==> config.mk <==
export PLATFORM = sky130hd
export DESIGN_NAME = bresenham_line_stepper
export DESIGN_NICKNAME = d
export VERILOG_FILES = /design/src/bls_pkg.sv /design/src/bls_setup.sv /design/src/bls_pixel.sv /design/src/bls_out_buf.sv /design/src/bresenham_line_stepper.sv
export VERILOG_INCLUDE_DIRS = /design/src /design/src/src
export SDC_FILE = /design/constraint.sdc
export NUM_CORES = 1
export LEC_CHECK = 0
export ABC_AREA = 1
export BUFFER_PORTS_ARGS = -buffer_cell sky130_fd_sc_hd__buf_2
export CORE_MARGIN = 1.5
export CORE_UTILIZATION = 40
export CTS_BUF_LIST = sky130_fd_sc_hd__clkbuf_8
export DETAILED_ROUTE_END_ITERATION = 10
export GPL_TIMING_DRIVEN = 1
export SETUP_SLACK_MARGIN = 0.15
export SLEW_MARGIN = 20
export SYNTH_ARGS = -nofsm -noshare
export SYNTH_HDL_FRONTEND = slang
export SYNTH_SLANG_ARGS = --single-unit
==> constraint.sdc <==
create_clock -name clk -period 9.1 [get_ports clk]
set_clock_uncertainty 0.2 [all_clocks]
set_input_delay 0.455 -clock clk [delete_from_list [all_inputs] [get_ports clk]]
set_output_delay 0.455 -clock clk [all_outputs]
set_load 0.05 [all_outputs]
==> src/assert_macros.svh <==
// Assertion macros for the line stepper.
// Clocked on clk, disabled while rst_n is low; used by the top level.
`ifndef ASSERT_MACROS_SVH
`define ASSERT_MACROS_SVH

// Check an implication property on every clock edge out of reset.
`define BLS_ASSERT(lbl, prop, msg) \
    lbl: assert property (@(posedge clk) disable iff (!rst_n) prop) else $error(msg);

// Check that a condition never holds on a clock edge out of reset.
`define BLS_ASSERT_NEVER(lbl, expr, msg) \
    lbl: assert property (@(posedge clk) disable iff (!rst_n) !(expr)) else $error(msg);

`endif

==> src/bls_pkg.sv <==
// Package for the line stepper: image size, command codes and beat types.
// No dependencies; used by every module of the block.
package bls_pkg;

    localparam int IMAGE_WIDTH  = 1600;
    localparam int IMAGE_HEIGHT = 1600;

    localparam int COORD_W  = 12;
    localparam int ERR_W    = 13;
    localparam int OFFSET_W = 23;

    localparam logic MODE_LOAD = 1'b0;
    localparam logic MODE_STEP = 1'b1;

    typedef struct packed {
        logic                       mode;
        logic signed [COORD_W-1:0]  x_start;
        logic signed [COORD_W-1:0]  y_start;
        logic signed [COORD_W-1:0]  x_end;
        logic signed [COORD_W-1:0]  y_end;
        logic [7:0]                 red;
        logic [7:0]                 green;
        logic [7:0]                 blue;
    } cmd_item_t;

    typedef struct packed {
        logic signed [COORD_W-1:0]  pixel_x;
        logic signed [COORD_W-1:0]  pixel_y;
        logic                       inside_res;
        logic [OFFSET_W-1:0]        byte_offset;
        logic [7:0]                 out_red;
        logic [7:0]                 out_green;
        logic [7:0]                 out_blue;
        logic                       last;
    } pix_item_t;

    typedef struct packed {
        logic signed [COORD_W-1:0]  major_pos;
        logic signed [COORD_W-1:0]  major_stop;
        logic signed [COORD_W-1:0]  minor_pos;
        logic signed [ERR_W-1:0]    err_term;
        logic [COORD_W-1:0]         delta_major;
        logic [COORD_W-1:0]         delta_minor;
        logic                       steep_flag;
        logic                       minor_down;
        logic [23:0]                line_color;
    } line_state_t;

endpackage

==> src/bls_setup.sv <==
// Line setup: steepness test, endpoint ordering, deltas and initial error.
// Depends on bls_pkg for the command and line state types.
module bls_setup
(
    input  bls_pkg::cmd_item_t   cmd,
    output bls_pkg::line_state_t line
);

    logic signed [bls_pkg::COORD_W:0]   dx;
    logic signed [bls_pkg::COORD_W:0]   dy;
    logic [bls_pkg::COORD_W:0]          adx;
    logic [bls_pkg::COORD_W:0]          ady;
    logic                               steep;
    logic signed [bls_pkg::COORD_W-1:0] a0;
    logic signed [bls_pkg::COORD_W-1:0] a1;
    logic signed [bls_pkg::COORD_W-1:0] b0;
    logic signed [bls_pkg::COORD_W-1:0] b1;
    logic                               swap;
    logic signed [bls_pkg::COORD_W-1:0] lo_a;
    logic signed [bls_pkg::COORD_W-1:0] hi_a;
    logic signed [bls_pkg::COORD_W-1:0] lo_b;
    logic signed [bls_pkg::COORD_W-1:0] hi_b;
    logic signed [bls_pkg::COORD_W:0]   dmaj;
    logic signed [bls_pkg::COORD_W:0]   dmin;
    logic [bls_pkg::COORD_W:0]          admin;

    assign dx  = (bls_pkg::COORD_W+1)'(cmd.x_end) - (bls_pkg::COORD_W+1)'(cmd.x_start);
    assign dy  = (bls_pkg::COORD_W+1)'(cmd.y_end) - (bls_pkg::COORD_W+1)'(cmd.y_start);
    assign adx = dx[bls_pkg::COORD_W] ? -dx : dx;
    assign ady = dy[bls_pkg::COORD_W] ? -dy : dy;
    assign steep = ady > adx;

    assign a0 = steep ? cmd.y_start : cmd.x_start;
    assign b0 = steep ? cmd.x_start : cmd.y_start;
    assign a1 = steep ? cmd.y_end   : cmd.x_end;
    assign b1 = steep ? cmd.x_end   : cmd.y_end;

    assign swap = a0 > a1;
    assign lo_a = swap ? a1 : a0;
    assign hi_a = swap ? a0 : a1;
    assign lo_b = swap ? b1 : b0;
    assign hi_b = swap ? b0 : b1;

    assign dmaj  = (bls_pkg::COORD_W+1)'(hi_a) - (bls_pkg::COORD_W+1)'(lo_a);
    assign dmin  = (bls_pkg::COORD_W+1)'(hi_b) - (bls_pkg::COORD_W+1)'(lo_b);
    assign admin = dmin[bls_pkg::COORD_W] ? -dmin : dmin;

    always_comb
    begin
        line.major_pos   = lo_a;
        line.major_stop  = hi_a;
        line.minor_pos   = lo_b;
        line.delta_major = dmaj[bls_pkg::COORD_W-1:0];
        line.delta_minor = admin[bls_pkg::COORD_W-1:0];
        line.err_term    = bls_pkg::ERR_W'(dmaj[bls_pkg::COORD_W-1:1]);
        line.steep_flag  = steep;
        line.minor_down  = !(lo_b < hi_b);
        line.line_color  = {cmd.red, cmd.green, cmd.blue};
    end

endmodule

==> src/bls_pixel.sv <==
// Pixel formatting: x/y unswap, image bounds test, RGB byte offset, last mark.
// Depends on bls_pkg for the line state and pixel beat types.
module bls_pixel
(
    input  bls_pkg::line_state_t line,
    output bls_pkg::pix_item_t   pix
);

    logic signed [bls_pkg::COORD_W-1:0] px;
    logic signed [bls_pkg::COORD_W-1:0] py;
    logic                               in_image;
    logic [21:0]                        row_base;
    logic [22:0]                        lin;
    logic [24:0]                        off3;

    assign px = line.steep_flag ? line.minor_pos : line.major_pos;
    assign py = line.steep_flag ? line.major_pos : line.minor_pos;

    assign in_image = !px[bls_pkg::COORD_W-1] && !py[bls_pkg::COORD_W-1]
                   && ({1'b0, px[10:0]} < 12'(bls_pkg::IMAGE_WIDTH))
                   && ({1'b0, py[10:0]} < 12'(bls_pkg::IMAGE_HEIGHT));

    // y*width+x, then times three as x + 2x
    assign row_base = 22'(py[10:0]) * 22'(bls_pkg::IMAGE_WIDTH);
    assign lin      = {1'b0, row_base} + 23'(px[10:0]);
    assign off3     = {2'b00, lin} + {1'b0, lin, 1'b0};

    always_comb
    begin
        pix.pixel_x     = px;
        pix.pixel_y     = py;
        pix.inside_res  = in_image;
        pix.byte_offset = in_image ? off3[bls_pkg::OFFSET_W-1:0] : '0;
        pix.out_red     = line.line_color[23:16];
        pix.out_green   = line.line_color[15:8];
        pix.out_blue    = line.line_color[7:0];
        pix.last        = (line.major_pos == line.major_stop);
    end

endmodule

==> src/bls_out_buf.sv <==
// Two-entry output buffer (main register plus skid) for pixel beats.
// Depends on bls_pkg for the pixel beat type.
module bls_out_buf
(
    input  logic               clk,
    input  logic               rst_n,
    input  logic               push,
    input  bls_pkg::pix_item_t push_data,
    output logic               space,
    output logic               pix_valid,
    input  logic               pix_ready,
    output bls_pkg::pix_item_t pix
);

    logic               main_valid_reg;
    logic               main_valid_next;
    logic               skid_valid_reg;
    logic               skid_valid_next;
    bls_pkg::pix_item_t main_reg;
    bls_pkg::pix_item_t main_next;
    bls_pkg::pix_item_t skid_reg;
    bls_pkg::pix_item_t skid_next;
    logic               pop;

    assign space     = !skid_valid_reg;
    assign pix_valid = main_valid_reg;
    assign pix       = main_reg;
    assign pop       = main_valid_reg && pix_ready;

    always_comb
    begin
        main_valid_next = main_valid_reg;
        skid_valid_next = skid_valid_reg;
        main_next       = main_reg;
        skid_next       = skid_reg;
        if (pop)
        begin
            if (skid_valid_reg)
            begin
                main_next       = skid_reg;
                skid_valid_next = 1'b0;
            end
            else if (push)
            begin
                main_next = push_data;
            end
            else
            begin
                main_valid_next = 1'b0;
            end
        end
        else if (push)
        begin
            if (!main_valid_reg)
            begin
                main_next       = push_data;
                main_valid_next = 1'b1;
            end
            else
            begin
                skid_next       = push_data;
                skid_valid_next = 1'b1;
            end
        end
    end

    always_ff @(posedge clk or negedge rst_n)
    begin
        if (!rst_n)
        begin
            main_valid_reg <= 1'b0;
            skid_valid_reg <= 1'b0;
        end
        else
        begin
            main_valid_reg <= main_valid_next;
            skid_valid_reg <= skid_valid_next;
        end
    end

    always_ff @(posedge clk)
    begin
        main_reg <= main_next;
        skid_reg <= skid_next;
    end

endmodule

==> src/bresenham_line_stepper.sv <==
// Bresenham line stepper, top level: line state registers and error update.
// A step beat accepted on an active line pushes its pixel beat into the buffer.
// Throughput: one command beat per cycle while the two-entry output buffer has room.
// Reset (rst_n low, asynchronous) clears the line state, goes idle, empties the buffer.
// Depends on bls_pkg, bls_setup, bls_pixel, bls_out_buf and assert_macros.svh.
`include "assert_macros.svh"

module bresenham_line_stepper
(
    input  logic               clk,
    input  logic               rst_n,
    input  logic               cmd_valid,
    output logic               cmd_ready,
    input  bls_pkg::cmd_item_t cmd,
    output logic               pix_valid,
    input  logic               pix_ready,
    output bls_pkg::pix_item_t pix
);

    bls_pkg::line_state_t line_reg;
    bls_pkg::line_state_t line_next;
    bls_pkg::line_state_t load_line;
    bls_pkg::pix_item_t   cur_pix;
    logic                 active_reg;
    logic                 active_next;
    logic                 accept;
    logic                 is_step;
    logic                 emit;
    logic                 fin;
    logic signed [bls_pkg::ERR_W:0] err_dec;
    logic signed [bls_pkg::ERR_W:0] err_fix;

    bls_setup u_setup
    (
        .cmd  (cmd),
        .line (load_line)
    );

    bls_pixel u_pixel
    (
        .line (line_reg),
        .pix  (cur_pix)
    );

    bls_out_buf u_out_buf
    (
        .clk       (clk),
        .rst_n     (rst_n),
        .push      (emit),
        .push_data (cur_pix),
        .space     (cmd_ready),
        .pix_valid (pix_valid),
        .pix_ready (pix_ready),
        .pix       (pix)
    );

    assign accept  = cmd_valid && cmd_ready;
    assign is_step = (cmd.mode == bls_pkg::MODE_STEP);
    assign emit    = accept && is_step && active_reg;
    assign fin     = cur_pix.last;

    assign err_dec = (bls_pkg::ERR_W+1)'(line_reg.err_term)
                   - (bls_pkg::ERR_W+1)'(line_reg.delta_minor);
    assign err_fix = err_dec + (bls_pkg::ERR_W+1)'(line_reg.delta_major);

    always_comb
    begin
        line_next   = line_reg;
        active_next = active_reg;
        if (accept && !is_step)
        begin
            line_next   = load_line;
            active_next = 1'b1;
        end
        else if (emit)
        begin
            if (fin)
            begin
                active_next = 1'b0;
            end
            else
            begin
                // advance major axis, step minor axis when error goes negative
                line_next.major_pos = line_reg.major_pos + 12'sd1;
                if (err_dec[bls_pkg::ERR_W])
                begin
                    line_next.err_term  = err_fix[bls_pkg::ERR_W-1:0];
                    line_next.minor_pos = line_reg.minor_down
                                        ? line_reg.minor_pos - 12'sd1
                                        : line_reg.minor_pos + 12'sd1;
                end
                else
                begin
                    line_next.err_term = err_dec[bls_pkg::ERR_W-1:0];
                end
            end
        end
    end

    always_ff @(posedge clk or negedge rst_n)
    begin
        if (!rst_n)
        begin
            line_reg   <= '0;
            active_reg <= 1'b0;
        end
        else
        begin
            line_reg   <= line_next;
            active_reg <= active_next;
        end
    end

    `BLS_ASSERT(a_load_activates, (accept && !is_step) |=> active_reg, "load did not activate")
    `BLS_ASSERT(a_last_idles, (emit && fin) |=> !active_reg, "last pixel did not go idle")
    `BLS_ASSERT(a_major_advance, (emit && !fin) |=> (line_reg.major_pos == $past(line_reg.major_pos) + 12'sd1), "major axis did not advance")
    `BLS_ASSERT_NEVER(a_err_nonneg, active_reg && line_reg.err_term[bls_pkg::ERR_W-1], "error term negative while active")

endmodule

# Word-level counts from Yosys, hierarchy flattened
# Cells that the tools add are included.
word_totals:
  register_bits: 248
  inputBits: 77
op_classes:
  addsub: 14
  multipliers: 1
  magnitude_cmp: 5
  eq_ne: 5
  n_mux: 38
  bitwise: 1
  reduce_logical: 26
op_table:
  columns: ["cell", "n"]
  rows:
  - ["2-to-1 mux 73 bit", 5]
  - ["2-to-1 mux 12 bit", 16]
  - ["2-to-1 mux 25 bit", 3]
  - ["2-to-1 mux 13 bit", 3]
  - ["subtractor 12 x 12 -> 13 bit", 3]
  - ["negator 13 bit", 2]
  - ["adder 12 x 2 -> 12 bit, second input constant", 2]
  - ["adder 22 x 11 -> 23 bit", 1]
  - ["adder 23 bit", 1]
  - ["2-to-1 mux 23 bit", 1]
  - ["less-than comparator 11 bit, second input constant", 2]
  - ["multiplier 11 x 5 -> 16 bit, second input constant", 1]
  - ["subtractor 13 x 13 -> 14 bit", 1]
  - ["adder 13 x 12 -> 13 bit", 1]
  - ["greater-than comparator 13 bit", 1]
  - ["equality test 12 bit", 1]
  - ["greater-than comparator 12 bit", 1]
  - ["less-than comparator 12 bit", 1]
  - ["negator 12 bit", 1]
  - ["AND reduction 3 bit", 4]
  - ["nonzero test 2 bit", 6]
  - ["subtractor 12 bit", 1]
  - ["subtractor 12 x 2 -> 12 bit, second input constant", 1]
  - ["2-to-1 mux 1 bit", 10]
  - ["other kinds (6)", 21]

# Depth between registers and ports, before layout
depth:
  depth_word: 10
  depth_mapped: 60

# Cells and area by module
# From an unflattened synthesis, not the netlist that was laid out.
hier_totals:
  cells_unflattened: 2755
  hier_area_um2: 20214.4
modules_own_cells:
  columns: ["mod", "instances", "cells_each", "area_each_um2"]
  rows:
  - ["bresenham_line_stepper", 1, 914, 6347.3]
  - ["bls_out_buf", 1, 415, 5666.7]
  - ["bls_setup", 1, 894, 4944.7]
  - ["bls_pixel", 1, 532, 3255.6]

# Least setup slack after synthesis
# No wires, ideal clock.
synth_timing:
  path_kind: "input -> register"
  from: "input cmd[24] (netlist name)"
  to: "register line_reg[37] (netlist name)"
  setup_ps: 135
  arrival_time_ps: 9244
  slack_ps: -479
  cell_stages: 56
  n_path_buf: 7
  path_cell_list: "inv_1 > ha_1 > fa_1 > o21ai_0 > a21oi_1 > inv_1 > a21oi_1 > o21ai_0 > a21oi_1 > o21bai_1 > nand2_1 > a31oi_1 > inv_1 > nand2_1 > xor2_1 > inv_1 > ha_1 > nand2_1 > [... 20 more ...] > nand3_4 > buf_2 > buf_2 > clkbuf_1 > o21ai_0 > ha_1 > fa_1 > o31ai_1 > xnor2_1 > inv_1 > nor3_1 > nor3b_1 > nand2_1 > nor3_1 > nand2_1 > o21ai_0 > xnor2_1 > o21ai_0"
synth_via:
  elab_chain_len: 10
  elab_cells_between_ends: 14
  cone_classes: "4 x add/sub; 2 x order compare; 8 x mux"
synth_rtl:
  columns: ["item", "line", "source"]
  rows:
  - ["start, declared", "bresenham_line_stepper.sv:14", "input bls_pkg::cmd_item_t cmd,"]
  - ["subtractor 12 x 12 -> 13 bit", "bls_setup.sv:28", "assign dy = (bls_pkg::COORD_W+1)'(cmd.y_end) - (bls_pkg::COORD_W+1)'(cmd.y_start);"]
  - ["negator 13 bit", "bls_setup.sv:30", "assign ady = dy[bls_pkg::COORD_W] ? -dy : dy;"]
  - ["2-to-1 mux 13 bit", "bls_setup.sv:30", null]
  - ["greater-than comparator 13 bit", "bls_setup.sv:31", "assign steep = ady > adx;"]
  - ["2-to-1 mux 12 bit (on tied branches)", "bls_setup.sv:33, bls_setup.sv:35", null]
  - ["greater-than comparator 12 bit", "bls_setup.sv:38", "assign swap = a0 > a1;"]
  - ["2-to-1 mux 12 bit (on tied branches)", "bls_setup.sv:42, bls_setup.sv:41", null]
  - ["subtractor 12 x 12 -> 13 bit (*)", "bls_setup.sv:45", "assign dmin = (bls_pkg::COORD_W+1)'(hi_b) - (bls_pkg::COORD_W+1)'(lo_b);"]
  - ["negator 12 bit", "bls_setup.sv:46", "assign admin = dmin[bls_pkg::COORD_W] ? -dmin : dmin;"]
  - ["2-to-1 mux 12 bit (*)", "bls_setup.sv:46", null]
  - ["end signal, assigned", "bresenham_line_stepper.sv:109", "line_reg <= line_next;"]
  - ["end, declared", "bresenham_line_stepper.sv:20", "bls_pkg::line_state_t line_reg;"]
# Mark *: on every way between the ends. The rest lies on a longest branch, timed or not.
# A chain may end at the register's enable or synchronous reset.

# Worst setup path after layout
layout_timing:
  from: "input cmd[36] (netlist name)"
  to: "register line_reg[37] (netlist name)"
layout_via:
  elab_chain_len: 10
  elab_cells_between_ends: 14
  cone_classes: "4 x add/sub; 2 x order compare; 8 x mux"
layout_rtl:
  columns: ["item", "line", "source"]
  rows:
  - ["subtractor 12 x 12 -> 13 bit", "bls_setup.sv:27", "assign dx = (bls_pkg::COORD_W+1)'(cmd.x_end) - (bls_pkg::COORD_W+1)'(cmd.x_start);"]
  - ["negator 13 bit", "bls_setup.sv:29", "assign adx = dx[bls_pkg::COORD_W] ? -dx : dx;"]
  - ["2-to-1 mux 13 bit", "bls_setup.sv:29", null]
  - ["greater-than comparator 13 bit", "bls_setup.sv:31", null]
  - ["2-to-1 mux 12 bit (on tied branches)", "bls_setup.sv:33, bls_setup.sv:35", null]
  - ["greater-than comparator 12 bit", "bls_setup.sv:38", null]
  - ["2-to-1 mux 12 bit (on tied branches)", "bls_setup.sv:42, bls_setup.sv:41", null]
  - ["subtractor 12 x 12 -> 13 bit (*)", "bls_setup.sv:45", null]
  - ["negator 12 bit", "bls_setup.sv:46", null]
  - ["2-to-1 mux 12 bit (*)", "bls_setup.sv:46", null]
# Marks and branches as above.

==> impl_metrics.ini <==
[cells_and_area]
final_area_um2 = 20890
largest_reg_flops = 99
drive_gt1_share_pct = 12.35
final_common_cell = nand2_1
layout_common_cells = nand2_1 (670), inv_1 (303), o21ai_0 (175), ha_1 (163), buf_2 (150)
syn_to_final_growth_pct = 15.30
final_nets = 2754

[worst_setup_path]
path_max_fanout = 28
crit_required_ns = 9.33
crit_start = cmd[36]
r2r_setup_slack_ns = 2.90
worstSetupStartpointType = primary input
cp.arrival_ns = 8.42
r2r-start = line_reg[25]
cpMostUsedCell = nand2_1
r2r-end = u_out_buf.pix[46]
worst_path_largest_cell_delay_ns = 0.46
slowest_stage = fa_1
r2r_cells = 30
crit_type = primary input to register
end_kind = register
crit_path_end = line_reg[37]

[logic_synthesis]
ys.flop_type = edfxtp_1
synth_edf_count = 146
yosysSeqAreaShare_pct = 38.28
synth_area_per_cell_um2 = 7.854
synth_cell_types = 50
yosysWarnings = 0
syn_nets = 2561
synth_area_leader_cell = edfxtp_1
yosysTopAreaCellShare_pct = 24.20
ys_async_sr_fraction_pct = 41.13
syn_inst = 2307
ys_top_cells_by_area = edfxtp_1 (24%), dfrtp_1 (14%), nand2_1 (14%), ha_1 (11%), inv_1 (5.9%)
netlist_area_um2 = 18120
synth_seq_cells = 248

[clock_tree]
cts_buffer_depth = 3
clkTransAtPathRegs_ns = 0.06
cts_root_buffer = clkbuf_8
cts_tree = yes
cts_num_sinks = 248
cts_buffers = 42
h-tree-depth = 2
clk_latency_ns = 0.59

[global_route]
grt_use_met1_pct = 27.10
grt_max_degree = 90
grt_first_pass_wirelength_mm = 74.42
grt_pass1_vias = 14543
grt-ovfl-total = 0
met2_usage_pct = 32.39
grt.busiest_layer = met2
gr-usage-met3_pct = 2.424
track_usage_pct = 19.71
antenna_found_initial = 0

[floorplanning]
row_count = 77
core-area_um2 = 44410
die_h_um = 215.8
die_w_um = 215.8
num_io_pins = 152
start_util_pct = 40.79
die_area_um2 = 46580

[routing]
routed-via-count = 15488
wirelength_mm = 46.15
wire_per_inst_um = 14.76
viasPerCell = 4.953
drt_first_pass_iters = 5
drt_iter0_drc = 876
drc = 0
ant_nets = 0

[placed_design]
placed_area_um2 = 19700
dp_hpwl_mm = 34.97
gp_congestion = 0.9582
numPortBuffers = 151

[sta]
rsz0062_at_grt = false
worstMarginPinSlew_ns = 0.9758
relSlewSlack_pct = 34.95
max_freq_mhz = 122.1
final.setup.tns_ns = 0
period_share_pct = 89.99
finalHoldViolCount = 0
maxSlewViolCount = 0
setup_viol = 0
min_period_ns = 8.189

[job]
drv_cap = 0

[power]
powerDensity_nw_per_um2 = 406.6
ir_worst_vdd_uv = 654.9
leakagePower_uw = 0.01042

[hold_path]
hp-class = primary input to register
hold-path-cell-count = 4

[status]
status = finished clean
-- synth_stat cells, types with 10 or more instances --
library cell and number:
o211ai_1 11, clkbuf_1 49, xor2_1 83, o21bai_1 16, buf_2 10, edfxtp_1 146, nor3_1 17, ha_1 163
dfrtp_1 102, o221ai_1 12, a21oi_1 135, xnor2_1 39, fa_1 14, nand3_1 79, or2_2 11, o21ai_0 184
nand4_1 27, inv_1 287, nor2_1 149, nand2_1 670
-- where the power goes --
part           switching [µW]  internal (µW)  total (µW)  leakage (µW)
Sequential                  0           1180        1180       0.00264
Clock                     474            572        1050      0.000518
Combinational            3940           2320        6270       0.00726
-- through the flow --
| step | hold slack [ns] | instances | power [µW] | setup WS [ns] | util [%] |
|---|---|---|---|---|---|
| after detailed placement | 0.2078 | 3021 | 7266 | 0.1619 | 44.35 |
| after global placement | 0.2046 | 3021 | 7229 | 0.3126 | 44.35 |
| after global routing | 0.1283 | 3126 | 9281 | 0.1418 | 47.03 |
| after CTS | 0.06202 | 3125 | 8366 | 0.7452 | 46.94 |
| after floorplan | -0.04059 | 2307 | 5644 | 0.1515 | - |
| final | 0.1016 | 3127 | 8495 | 0.9112 | 47.04 |
-- critical path, delay by kind of cell --
family          cells  cell delay, ns
simple gates       21            2.47
compound gates     12            2.13
fa+ha+maj           6            1.94
buf+inv             8            0.75
xor+xnor            4            0.68
-- routing by layer --
layer,wire [µm],vias up
met4,1091,0
li1,-,7976
met2,21120,341
met5,0,-
met3,2102,71
met1,21840,7100
-- how the worst min path moves through the flow --
stage	from	endpoint	slack [ns]
finish	cmd_valid	active_reg	0.10
global route	cmd_valid	active_reg	0.13
CTS	cmd_valid	active_reg	0.06
detailed placement	rst_n	line_reg[7]	0.21
global placement	rst_n	line_reg[7]	0.20
floorplan	rst_n	active_reg	-0.04
-- repair_timing --
action,4_1_cts,5_1_grt
setup buffers,0,1
hold buffers,26,0
setup endpoints to repair,0,11
hold endpoints to repair,51,0
resized for setup,0,11
-- cell type report --
| type | instances | area [µm²] |
|---|---|---|
| clock inverter | 27 | 188.9 |
| multi-input combinational | 1697 | 9868 |
| antenna | 1 | 2.502 |
| clock buffer | 51 | 701.9 |
| tap | 592 | 740.7 |
| sequential | 248 | 6937 |
| inverter | 294 | 1104 |
| fill | 4363 | 23520 |
| timing repair buffer | 217 | 1348 |
-- kinds of logic after synthesis --
| group | share of synthesized area (%) |
|---|---|
| muxes | 0.5594 |
| adders and majority gates | 12.80 |
| AOI/OAI and AO/OA | 12.00 |
| xor gates and xnor gates | 5.897 |
| buffers and inverters | 7.714 |
| and+or+nand+nor | 22.75 |
| DFF | 38.28 |
(Power assumes the default switching activity.)
